==> src/sv/imabd_pkg.sv <==
// ----------------------------------------------------------------------------
// IMA ADPCM block decoder package
// Shared widths, register indexes and the structures passed between the
// sequencer, the decode core and the channel state memory.
// ----------------------------------------------------------------------------
`default_nettype none

package imabd_pkg;

    // Configuration port
    localparam int CFG_IDX_W  = 1;
    localparam int CFG_DATA_W = 5;
    localparam logic [CFG_IDX_W-1:0] REG_NUM_CHANNELS     = 1'b0;
    localparam logic [CFG_IDX_W-1:0] REG_CHUNKS_PER_BLOCK = 1'b1;

    // Field widths
    localparam int WORD_W   = 32;
    localparam int SAMPLE_W = 16;
    localparam int IDX_W    = 7;
    localparam int FRAME_W  = 7;
    localparam int CHAN_W   = 3;
    // Internal channel number, wide enough for the largest channel count.
    localparam int CH_W     = 4;

    localparam logic [IDX_W-1:0] STEP_MAX = 7'd88;

    // Per-channel decoder state as held in memory.
    typedef struct packed {
        logic signed [SAMPLE_W-1:0] pred;
        logic [IDX_W-1:0]           idx;
    } chan_state_t;

    // One accepted word together with its place in the block.
    typedef struct packed {
        logic [WORD_W-1:0]  word;
        logic [CH_W-1:0]    ch;
        logic               hdr;
        logic               last_chunk;
        logic               last_blk;
        logic [FRAME_W-1:0] frame_base;
    } job_t;

endpackage

`default_nettype wire

==> src/sv/ima_adpcm_block_decoder_top.sv <==
// An accepted word is held in the job register and each decoded sample in the
// result register. A code word yields eight samples (seven in the last chunk
// of a block), one nibble per cycle through the shared predictor unless the
// result is stalled, which holds the decode in place; a header gives one sample.
// Reset clears the block position and restores one channel and eight chunks
// per block; channel state in memory is undefined until a header writes it.
// ----------------------------------------------------------------------------
// IMA ADPCM block decoder, top level
// Multichannel block-framed 4-bit IMA ADPCM decoder with a plain write port.
// ----------------------------------------------------------------------------
`default_nettype none

module ima_adpcm_block_decoder_top #(
    parameter int MAX_CHANNELS = 8,
    parameter int MAX_CHUNKS   = 16
) (
    input  wire logic                                  clk,
    input  wire logic                                  rst_n,
    input  wire logic                                  cfg_we,
    input  wire logic [imabd_pkg::CFG_IDX_W-1:0]       cfg_index,
    input  wire logic [imabd_pkg::CFG_DATA_W-1:0]      cfg_data,
    input  wire logic                                  in_valid,
    output logic                                       in_stall,
    input  wire logic [imabd_pkg::WORD_W-1:0]          stream_word,
    output logic                                       out_valid,
    input  wire logic                                  out_stall,
    output logic signed [imabd_pkg::SAMPLE_W-1:0]      audio_sample,
    output logic [imabd_pkg::CHAN_W-1:0]               channel,
    output logic [imabd_pkg::FRAME_W-1:0]              frame_index,
    output logic                                       last_of_word,
    output logic                                       end_of_block
);

    localparam int AW = (MAX_CHANNELS > 1) ? $clog2(MAX_CHANNELS) : 1;

    imabd_pkg::job_t        job;
    logic                   take;
    logic                   ram_we;
    logic [imabd_pkg::CH_W-1:0] ram_ch;
    logic [imabd_pkg::CH_W-1:0] ram_wch;
    imabd_pkg::chan_state_t ram_wdata;
    imabd_pkg::chan_state_t ram_rdata;

    // Block position and configuration.
    imabd_seq #(
        .MAX_CHANNELS (MAX_CHANNELS),
        .MAX_CHUNKS   (MAX_CHUNKS)
    ) u_seq (
        .clk         (clk),
        .rst_n       (rst_n),
        .cfg_we      (cfg_we),
        .cfg_index   (cfg_index),
        .cfg_data    (cfg_data),
        .stream_word (stream_word),
        .take        (take),
        .job         (job)
    );

    // Per-channel predictor and step index.
    imabd_ram #(
        .WIDTH ($bits(imabd_pkg::chan_state_t)),
        .DEPTH (MAX_CHANNELS)
    ) u_state_ram (
        .clk   (clk),
        .we    (ram_we),
        .waddr (ram_wch[AW-1:0]),
        .wdata (ram_wdata),
        .re    (take),
        .raddr (ram_ch[AW-1:0]),
        .rdata (ram_rdata)
    );

    // Nibble decoder and result register.
    imabd_core u_core (
        .clk          (clk),
        .rst_n        (rst_n),
        .in_valid     (in_valid),
        .in_stall     (in_stall),
        .job_in       (job),
        .take         (take),
        .ram_we       (ram_we),
        .ram_ch       (ram_ch),
        .ram_wch      (ram_wch),
        .ram_wdata    (ram_wdata),
        .ram_rdata    (ram_rdata),
        .out_valid    (out_valid),
        .out_stall    (out_stall),
        .audio_sample (audio_sample),
        .channel      (channel),
        .frame_index  (frame_index),
        .last_of_word (last_of_word),
        .end_of_block (end_of_block)
    );

endmodule

`default_nettype wire

==> src/sv/imabd_ram.sv <==
// ----------------------------------------------------------------------------
// Generic synchronous RAM
// One write port and one read port; read data is registered.
// ----------------------------------------------------------------------------
`default_nettype none

module imabd_ram #(
    parameter int WIDTH = 23,
    parameter int DEPTH = 8
) (
    input  wire logic                                   clk,
    input  wire logic                                   we,
    input  wire logic [(DEPTH > 1 ? $clog2(DEPTH) : 1)-1:0] waddr,
    input  wire logic [WIDTH-1:0]                       wdata,
    input  wire logic                                   re,
    input  wire logic [(DEPTH > 1 ? $clog2(DEPTH) : 1)-1:0] raddr,
    output logic      [WIDTH-1:0]                       rdata
);

    logic [WIDTH-1:0] mem [DEPTH];

    // Write port
    always_ff @(posedge clk)
    begin
        if (we)
        begin
            mem[waddr] <= wdata;
        end
    end

    // Registered read port
    always_ff @(posedge clk)
    begin
        if (re)
        begin
            rdata <= mem[raddr];
        end
    end

endmodule

`default_nettype wire

==> src/sv/imabd_seq.sv <==
// ----------------------------------------------------------------------------
// IMA ADPCM block sequencer
// Holds the configuration registers and the block position, and describes
// each incoming word: its channel, whether it is a header, and its frames.
// ----------------------------------------------------------------------------
`default_nettype none

module imabd_seq #(
    parameter int MAX_CHANNELS = 8,
    parameter int MAX_CHUNKS   = 16
) (
    input  wire logic                                 clk,
    input  wire logic                                 rst_n,
    input  wire logic                                 cfg_we,
    input  wire logic [imabd_pkg::CFG_IDX_W-1:0]      cfg_index,
    input  wire logic [imabd_pkg::CFG_DATA_W-1:0]     cfg_data,
    input  wire logic [imabd_pkg::WORD_W-1:0]         stream_word,
    input  wire logic                                 take,
    output imabd_pkg::job_t                           job
);

    localparam int CPW = $clog2(MAX_CHUNKS + 1);

    logic [3:0]                   cc_reg;
    logic [4:0]                   cpb_reg;
    logic [CPW-1:0]               cp_reg, cp_next;
    logic [imabd_pkg::CH_W-1:0]   ch_reg, ch_next;
    logic [4:0]                   nc;
    logic [6:0]                   nk;
    logic                         last_ch;
    logic                         last_chunk;
    logic                         hdr;
    logic [CPW+2:0]               cp_x8;

    // Effective counts, with out-of-range settings held to the legal range.
    always_comb
    begin
        if (cc_reg == 4'd0)
            nc = 5'd1;
        else if ({1'b0, cc_reg} > 5'(MAX_CHANNELS))
            nc = 5'(MAX_CHANNELS);
        else
            nc = {1'b0, cc_reg};

        if (cpb_reg == 5'd0)
            nk = 7'd1;
        else if ({2'b00, cpb_reg} > 7'(MAX_CHUNKS))
            nk = 7'(MAX_CHUNKS);
        else
            nk = {2'b00, cpb_reg};
    end

    assign hdr        = (cp_reg == '0);
    assign last_ch    = (({1'b0, ch_reg} + 5'd1) >= nc);
    assign last_chunk = (7'(cp_reg) >= nk);
    assign cp_x8      = {cp_reg - CPW'(1), 3'b000};

    // Description of the word now offered.
    always_comb
    begin
        job.word       = stream_word;
        job.ch         = ch_reg;
        job.hdr        = hdr;
        job.last_chunk = last_chunk;
        job.last_blk   = last_chunk && last_ch;
        job.frame_base = 7'(cp_x8) | 7'd1;
    end

    // Block position after the word is taken.
    always_comb
    begin
        cp_next = cp_reg;
        ch_next = ch_reg;
        if (take)
        begin
            if (!last_ch)
            begin
                ch_next = ch_reg + imabd_pkg::CH_W'(1);
            end
            else
            begin
                ch_next = '0;
                if (hdr)
                    cp_next = CPW'(1);
                else if (last_chunk)
                    cp_next = '0;
                else
                    cp_next = cp_reg + CPW'(1);
            end
        end
    end

    // Configuration and position registers.
    always_ff @(posedge clk or negedge rst_n)
    begin
        if (!rst_n)
        begin
            cc_reg  <= 4'd1;
            cpb_reg <= 5'd8;
            cp_reg  <= '0;
            ch_reg  <= '0;
        end
        else
        begin
            cp_reg <= cp_next;
            ch_reg <= ch_next;
            if (cfg_we)
            begin
                unique case (cfg_index)
                    imabd_pkg::REG_NUM_CHANNELS:     cc_reg  <= cfg_data[3:0];
                    imabd_pkg::REG_CHUNKS_PER_BLOCK: cpb_reg <= cfg_data;
                    default:                         ;
                endcase
            end
        end
    end

endmodule

`default_nettype wire

==> src/sv/imabd_core.sv <==
// ----------------------------------------------------------------------------
// IMA ADPCM decode core
// Holds one word at a time, decodes one nibble a cycle (unless the result is
// stalled) against memory state, writes it back and drives the result port.
// ----------------------------------------------------------------------------
`default_nettype none

module imabd_core (
    input  wire logic                                  clk,
    input  wire logic                                  rst_n,
    input  wire logic                                  in_valid,
    output logic                                       in_stall,
    input  wire imabd_pkg::job_t                       job_in,
    output logic                                       take,
    output logic                                       ram_we,
    output logic [imabd_pkg::CH_W-1:0]                 ram_ch,
    output logic [imabd_pkg::CH_W-1:0]                 ram_wch,
    output imabd_pkg::chan_state_t                     ram_wdata,
    input  wire imabd_pkg::chan_state_t                ram_rdata,
    output logic                                       out_valid,
    input  wire logic                                  out_stall,
    output logic signed [imabd_pkg::SAMPLE_W-1:0]      audio_sample,
    output logic [imabd_pkg::CHAN_W-1:0]               channel,
    output logic [imabd_pkg::FRAME_W-1:0]              frame_index,
    output logic                                       last_of_word,
    output logic                                       end_of_block
);

    localparam logic [14:0] STEP_TAB [89] = '{
        15'd7, 15'd8, 15'd9, 15'd10, 15'd11, 15'd12, 15'd13, 15'd14, 15'd16,
        15'd17, 15'd19, 15'd21, 15'd23, 15'd25, 15'd28, 15'd31, 15'd34, 15'd37,
        15'd41, 15'd45, 15'd50, 15'd55, 15'd60, 15'd66, 15'd73, 15'd80, 15'd88,
        15'd97, 15'd107, 15'd118, 15'd130, 15'd143, 15'd157, 15'd173, 15'd190,
        15'd209, 15'd230, 15'd253, 15'd279, 15'd307, 15'd337, 15'd371, 15'd408,
        15'd449, 15'd494, 15'd544, 15'd598, 15'd658, 15'd724, 15'd796, 15'd876,
        15'd963, 15'd1060, 15'd1166, 15'd1282, 15'd1411, 15'd1552, 15'd1707,
        15'd1878, 15'd2066, 15'd2272, 15'd2499, 15'd2749, 15'd3024, 15'd3327,
        15'd3660, 15'd4026, 15'd4428, 15'd4871, 15'd5358, 15'd5894, 15'd6484,
        15'd7132, 15'd7845, 15'd8630, 15'd9493, 15'd10442, 15'd11487, 15'd12635,
        15'd13899, 15'd15289, 15'd16818, 15'd18500, 15'd20350, 15'd22385,
        15'd24623, 15'd27086, 15'd29794, 15'd32767
    };

    imabd_pkg::job_t        job_reg;
    logic                   job_valid_reg, job_valid_next;
    logic [2:0]             nib_reg;
    logic                   first_reg;
    logic                   fwd_reg;
    imabd_pkg::chan_state_t work_reg;

    logic                                  out_valid_reg;
    logic signed [imabd_pkg::SAMPLE_W-1:0] pcm_reg;
    logic [imabd_pkg::CHAN_W-1:0]          chan_reg;
    logic [imabd_pkg::FRAME_W-1:0]         frame_reg;
    logic                                  low_reg;
    logic                                  eob_reg;

    imabd_pkg::chan_state_t src;
    imabd_pkg::chan_state_t dec_state;
    imabd_pkg::chan_state_t hdr_state;
    imabd_pkg::chan_state_t res;
    logic [3:0]             code;
    logic [14:0]            step;
    logic [16:0]            diff;
    logic signed [17:0]     sum;
    logic signed [7:0]      adj;
    logic signed [7:0]      idx_sum;
    logic [7:0]             hdr_byte;
    logic [2:0]             nib_last;
    logic                   is_last;
    logic                   advance;
    logic                   finish;

    // State source: memory on the first cycle of a word, unless the previous
    // word wrote the same channel at the read edge; the working copy after.
    assign src = (first_reg && !fwd_reg) ? ram_rdata : work_reg;

    // One nibble through the predictor.
    always_comb
    begin
        code = job_reg.word[{nib_reg, 2'b00} +: 4];
        step = (src.idx > imabd_pkg::STEP_MAX) ? 15'd32767 : STEP_TAB[src.idx];
        diff = 17'(step >> 3);
        if (code[2])
            diff = diff + 17'(step);
        if (code[1])
            diff = diff + 17'(step >> 1);
        if (code[0])
            diff = diff + 17'(step >> 2);
        if (code[3])
            sum = 18'(src.pred) - 18'(signed'({1'b0, diff}));
        else
            sum = 18'(src.pred) + 18'(signed'({1'b0, diff}));

        // Saturate to the signed 16-bit range.
        if (sum > 18'sd32767)
            dec_state.pred = 16'sh7FFF;
        else if (sum < -18'sd32768)
            dec_state.pred = 16'sh8000;
        else
            dec_state.pred = sum[15:0];

        // Step index adjustment, held to the table range.
        adj = code[2] ? 8'sd2 + signed'({5'b00000, code[1:0], 1'b0}) : -8'sd1;
        idx_sum = signed'({1'b0, src.idx}) + adj;
        if (idx_sum < 8'sd0)
            dec_state.idx = '0;
        else if (idx_sum > 8'(imabd_pkg::STEP_MAX))
            dec_state.idx = imabd_pkg::STEP_MAX;
        else
            dec_state.idx = idx_sum[6:0];
    end

    // Header word: initial sample and a signed step index byte.
    always_comb
    begin
        hdr_byte       = job_reg.word[23:16];
        hdr_state.pred = job_reg.word[15:0];
        if (hdr_byte[7])
            hdr_state.idx = '0;
        else if (hdr_byte[6:0] > imabd_pkg::STEP_MAX)
            hdr_state.idx = imabd_pkg::STEP_MAX;
        else
            hdr_state.idx = hdr_byte[6:0];
    end

    assign res = job_reg.hdr ? hdr_state : dec_state;

    // Progress control.
    assign nib_last = job_reg.last_chunk ? 3'd6 : 3'd7;
    assign is_last  = job_reg.hdr || (nib_reg == nib_last);
    assign advance  = job_valid_reg && (!out_valid_reg || !out_stall);
    assign finish   = advance && is_last;
    assign take     = in_valid && (!job_valid_reg || finish);
    assign in_stall = job_valid_reg && !finish;

    always_comb
    begin
        job_valid_next = job_valid_reg;
        if (take)
            job_valid_next = 1'b1;
        else if (finish)
            job_valid_next = 1'b0;
    end

    // Memory access: read the new word's channel at acceptance, write the
    // current word's channel back on its last nibble.
    assign ram_ch    = job_in.ch;
    assign ram_wch   = job_reg.ch;
    assign ram_we    = finish;
    assign ram_wdata = res;

    // Control registers.
    always_ff @(posedge clk or negedge rst_n)
    begin
        if (!rst_n)
        begin
            job_valid_reg <= 1'b0;
            out_valid_reg <= 1'b0;
            first_reg     <= 1'b0;
            fwd_reg       <= 1'b0;
            nib_reg       <= '0;
        end
        else
        begin
            job_valid_reg <= job_valid_next;
            if (!out_valid_reg || !out_stall)
                out_valid_reg <= job_valid_reg;
            if (take)
            begin
                first_reg <= 1'b1;
                fwd_reg   <= finish && (job_reg.ch == job_in.ch);
                nib_reg   <= '0;
            end
            else
            begin
                if (job_valid_reg)
                    first_reg <= 1'b0;
                if (advance)
                    nib_reg <= nib_reg + 3'd1;
            end
        end
    end

    // Payload registers.
    always_ff @(posedge clk)
    begin
        if (take)
            job_reg <= job_in;
        if (advance)
            work_reg <= res;
        else if (first_reg)
            work_reg <= src;
        if (advance)
        begin
            pcm_reg   <= res.pred;
            chan_reg  <= imabd_pkg::CHAN_W'(job_reg.ch);
            frame_reg <= job_reg.hdr ? '0 : job_reg.frame_base + 7'(nib_reg);
            low_reg   <= is_last;
            eob_reg   <= !job_reg.hdr && is_last && job_reg.last_blk;
        end
    end

    assign out_valid    = out_valid_reg;
    assign audio_sample = pcm_reg;
    assign channel      = chan_reg;
    assign frame_index  = frame_reg;
    assign last_of_word = low_reg;
    assign end_of_block = eob_reg;

endmodule

`default_nettype wire

==> config.mk <==
export PLATFORM = sky130hd
export DESIGN_NAME = ima_adpcm_block_decoder_top
export DESIGN_NICKNAME = d
export VERILOG_FILES = /design/src/sv/imabd_pkg.sv /design/src/sv/ima_adpcm_block_decoder_top.sv /design/src/sv/imabd_ram.sv /design/src/sv/imabd_seq.sv /design/src/sv/imabd_core.sv
export SDC_FILE = /design/constraint.sdc
export NUM_CORES = 1
export LEC_CHECK = 0
export ABC_AREA = 0
export BUFFER_PORTS_ARGS = -buffer_cell sky130_fd_sc_hd__buf_2
export CAP_MARGIN = 15
export CORE_ASPECT_RATIO = 1.75
export CORE_MARGIN = 5
export CORE_UTILIZATION = 50
export CTS_CLUSTER_SIZE = 20
export DETAILED_ROUTE_END_ITERATION = 10
export PLACE_DENSITY_LB_ADDON = 0.2
export SETUP_SLACK_MARGIN = 0.5
export SYNTH_ARGS = -nofsm -noshare
export SYNTH_HDL_FRONTEND = slang
export SYNTH_SLANG_ARGS = --single-unit
==> constraint.sdc <==
create_clock -name clk -period 18.7 [get_ports clk]
set_input_delay 1.87 -clock clk [delete_from_list [all_inputs] [get_ports clk]]
set_output_delay 1.87 -clock clk [all_outputs]
set_load 0.01 [all_outputs]
==> summary.md <==
| Metric | Value |
|---|---|
| Outcome | completed |
| Num Clock Sinks | 326 |
| Synth Net Count | 1835 |
| Max reg flops | 184 |
| Port buffer count | 72 |
| DR WL/cell | 25.0 um |
| Die X | 160 um |
| CP Capture Type | register |
| Final core utilization | 0.545 |
| DRC errors left | 0 |
| Yosys top cell by area | edfxtp_1 |
| Fin nets | 1883 |
| Largest net degree at the start of global routing | 61 |
| Required time of the worst setup path | 18.95 ns |
| Final setup viols | 0 |
| FILL cells | 3306 |
| Ys flop type | edfxtp_1 |
| Yosys cell types | 100 |
| Die area | 43500 sq um |
| Grt ovf | 0 |
| DRT iter0 DRCs | 1138 |
| Setup slack after layout | 4.21 ns |
| RR Startpoint | u_core.fwd_reg$_DFFE_PN0P_ |
| Hold WC Path Type | register to register |
| GPL Wtd Cong | 0.956 |
| First-pass GRT wire length | 85600 um |
| Synthesized area | 19600 sq um |
| Worst Reg-to-Reg Cells | 46 |
| Final period util | 0.775 |
| Fin. Hold Viols | 0 |
| Htree depth | 1 |
| Die height | 272 um |
| Reg2reg end | u_state_ram.mem[0][16]$_DFFE_PP_ |
| Initial core utilization | 0.503 |
| Worst hold start | u_seq.cp_reg[4]$_DFFE_PN0P_ |
| Post-route minimum period | 14.49 ns |
| CP startpoint kind | register |
| CP Max Fanout | 15 |
| Crit path from | u_core.fwd_reg$_DFFE_PN0P_ |
| Final Routed Wirelength | 56500 um |
| Register area share after synthesis | 0.493 |
| Num CTS Buffers | 25 |
| Routed Antenna Nets | 0 |
| Layout cell share with drive strength beyond 1 | 0.176 |
| Max cap viols | 0 |
| Post-DP HPWL | 40300 um |
| Antenna Cells | 0 |
| Num ports | 73 |
| Final TNS setup | 0 ns |
| Site row count | 96 |
| Clock root buffer | clkbuf_16 |
| Footprint of the multi-input gates | 9380 sq um |
| Critical path type | register to register |
| Hold_buf cts | 0 |
| Relative slew slack | 0.306 |
| Top-area cell type share of the netlist area | 0.461 |
| Post-DR vias/cell | 6.45 |
| FMAX | 0.0690 GHz |
| Postcts setup bufs | 0 |
| Max Slew Vio Count | 0 |
| CP dominant cell by count | ha_1 |
| Core Area | 39000 sq um |
| Synthesis warning total | 0 |
| Area contributors post-synth | edfxtp_1 (46%), mux4_2 (6.2%), ha_1 (5.5%) |
| Number of synthesized flops with an enable pin | 301 |
| DRT Pass-1 Iters | 5 |
| Overall Global Routing Usage | 0.254 |
| FF+latch count, synth | 326 |
| Worst skew pair latency | 0.54 ns |
| Vias in the first global route | 14.6k |
| Flop2flop setup slack | 4.21 ns |
| Max incr delay on CP | 0.85 ns |
| Area Overhead vs Synth | 8.45% |
| Worst Setup Slack post-DPL | 4.56 ns |
| Worst-Margin Slew | 1.01 ns |
| CTS max path bufs | 3 |
| Synthesized area per cell | 11.5 sq um |
| Vias | 14.5k |
| Unrepaired setup endpoints after global routing | no |
| Most numerous cell in the Yosys netlist | edfxtp_1 |
| Critical path data arrival time | 14.75 ns |
| CTS tree | done |
| CTS clk-pin slew, worst paths | 0.07 ns |
| Gate Count Post-Synth | 1702 |
| Initial antenna violation count | 0 |
| Count of cells resized by post-cts repair | 0 |
| Crit path capture | u_state_ram.mem[0][16]$_DFFE_PP_ |
| Asr flop ratio synth | 0.0767 |
| Worst Skew | 0.0152 ns |
| Register Area | 9670 sq um |
| Most frequent cells after synthesis | edfxtp_1 (301), nand2_1 (177), nor2_1 (108), a21oi_1 (104), ha_1 (87) |
| Critical-path cell with the highest stage delay | mux2i_1 |
routing by layer:
metal,vias up,part of all wire,global-route usage
met1,7198,0.36,0.284
li1,6629,-,-
met4,0,0.063,0.146
met5,-,0,0
met3,162,0.047,0.0224
met2,556,0.53,0.469
worst max-delay path: cells and delay by family, from the launching register on:
family	cells	cell delay, ns
AO/OA/AOI/OAI	20	5.16
AND/OR/NAND/NOR	15	4.22
adder cells (fa/ha/maj)	6	2.44
multiplexers	2	1.26
flip-flops	1	0.60
XOR/XNOR	2	0.25
buffers and inverters	1	0.22
kinds of logic after synthesis:
logic type	synth area share
compound gates	0.156
xor+xnor	0.0335
fa+ha+maj	0.0601
buf+inv	0.0305
flops	0.493
mux	0.104
simple gates	0.123
per-stage QoR:
step | instance area (sq um) | instances | hold slack [ns]
after global placement | 20500 | 2213 | 0.508
after global routing | 21300 | 2255 | 0.557
final | 21300 | 2255 | 0.517
after detailed placement | 20500 | 2213 | 0.514
after CTS | 21300 | 2255 | 0.525
after floorplan | 19600 | 1702 | 0.445
worst min-delay path by stage:
stage / end / slack (ns) / cells past startpoint
finish: u_seq.cp_reg[4]$_DFFE_PN0P_ / 0.52 / 1
global route: u_seq.cp_reg[4]$_DFFE_PN0P_ / 0.56 / 1
CTS: u_seq.cp_reg[4]$_DFFE_PN0P_ / 0.52 / 1
detailed placement: u_seq.cp_reg[4]$_DFFE_PN0P_ / 0.51 / 1
global placement: u_seq.cpb_reg[0]$_DFFE_PN0P_ / 0.51 / 1
floorplan: u_core.ram_wch[2]$_DFFE_PP_ / 0.45 / 0
layout make-up:
type / instances / share of cell area
inverter: 63 / 0.0111
tap: 490 / 0.0288
sequential: 326 / 0.455
clock buffer: 27 / 0.0298
clock inverter: 15 / 0.00729
timing repair buffer: 102 / 0.0275
multi-input combinational: 1232 / 0.441
cells in the final DEF (no fill, tap or decap), drive strengths merged, types with 25 or more instances in the layout:
master / n
a21oi: 104
a31oi: 36
buf: 102
clkbuf: 27
edfxtp: 301
ha: 87
inv: 63
mux2: 52
mux4: 54
nand2: 177
nand2b: 32
nand3: 32
nor2: 109
nor3: 28
o211ai: 25
o21ai: 77
xnor2: 45
xor2: 30
Power is not shown: default switching activity piles up to over one toggle a cycle in this logic, so the estimate is an artifact.
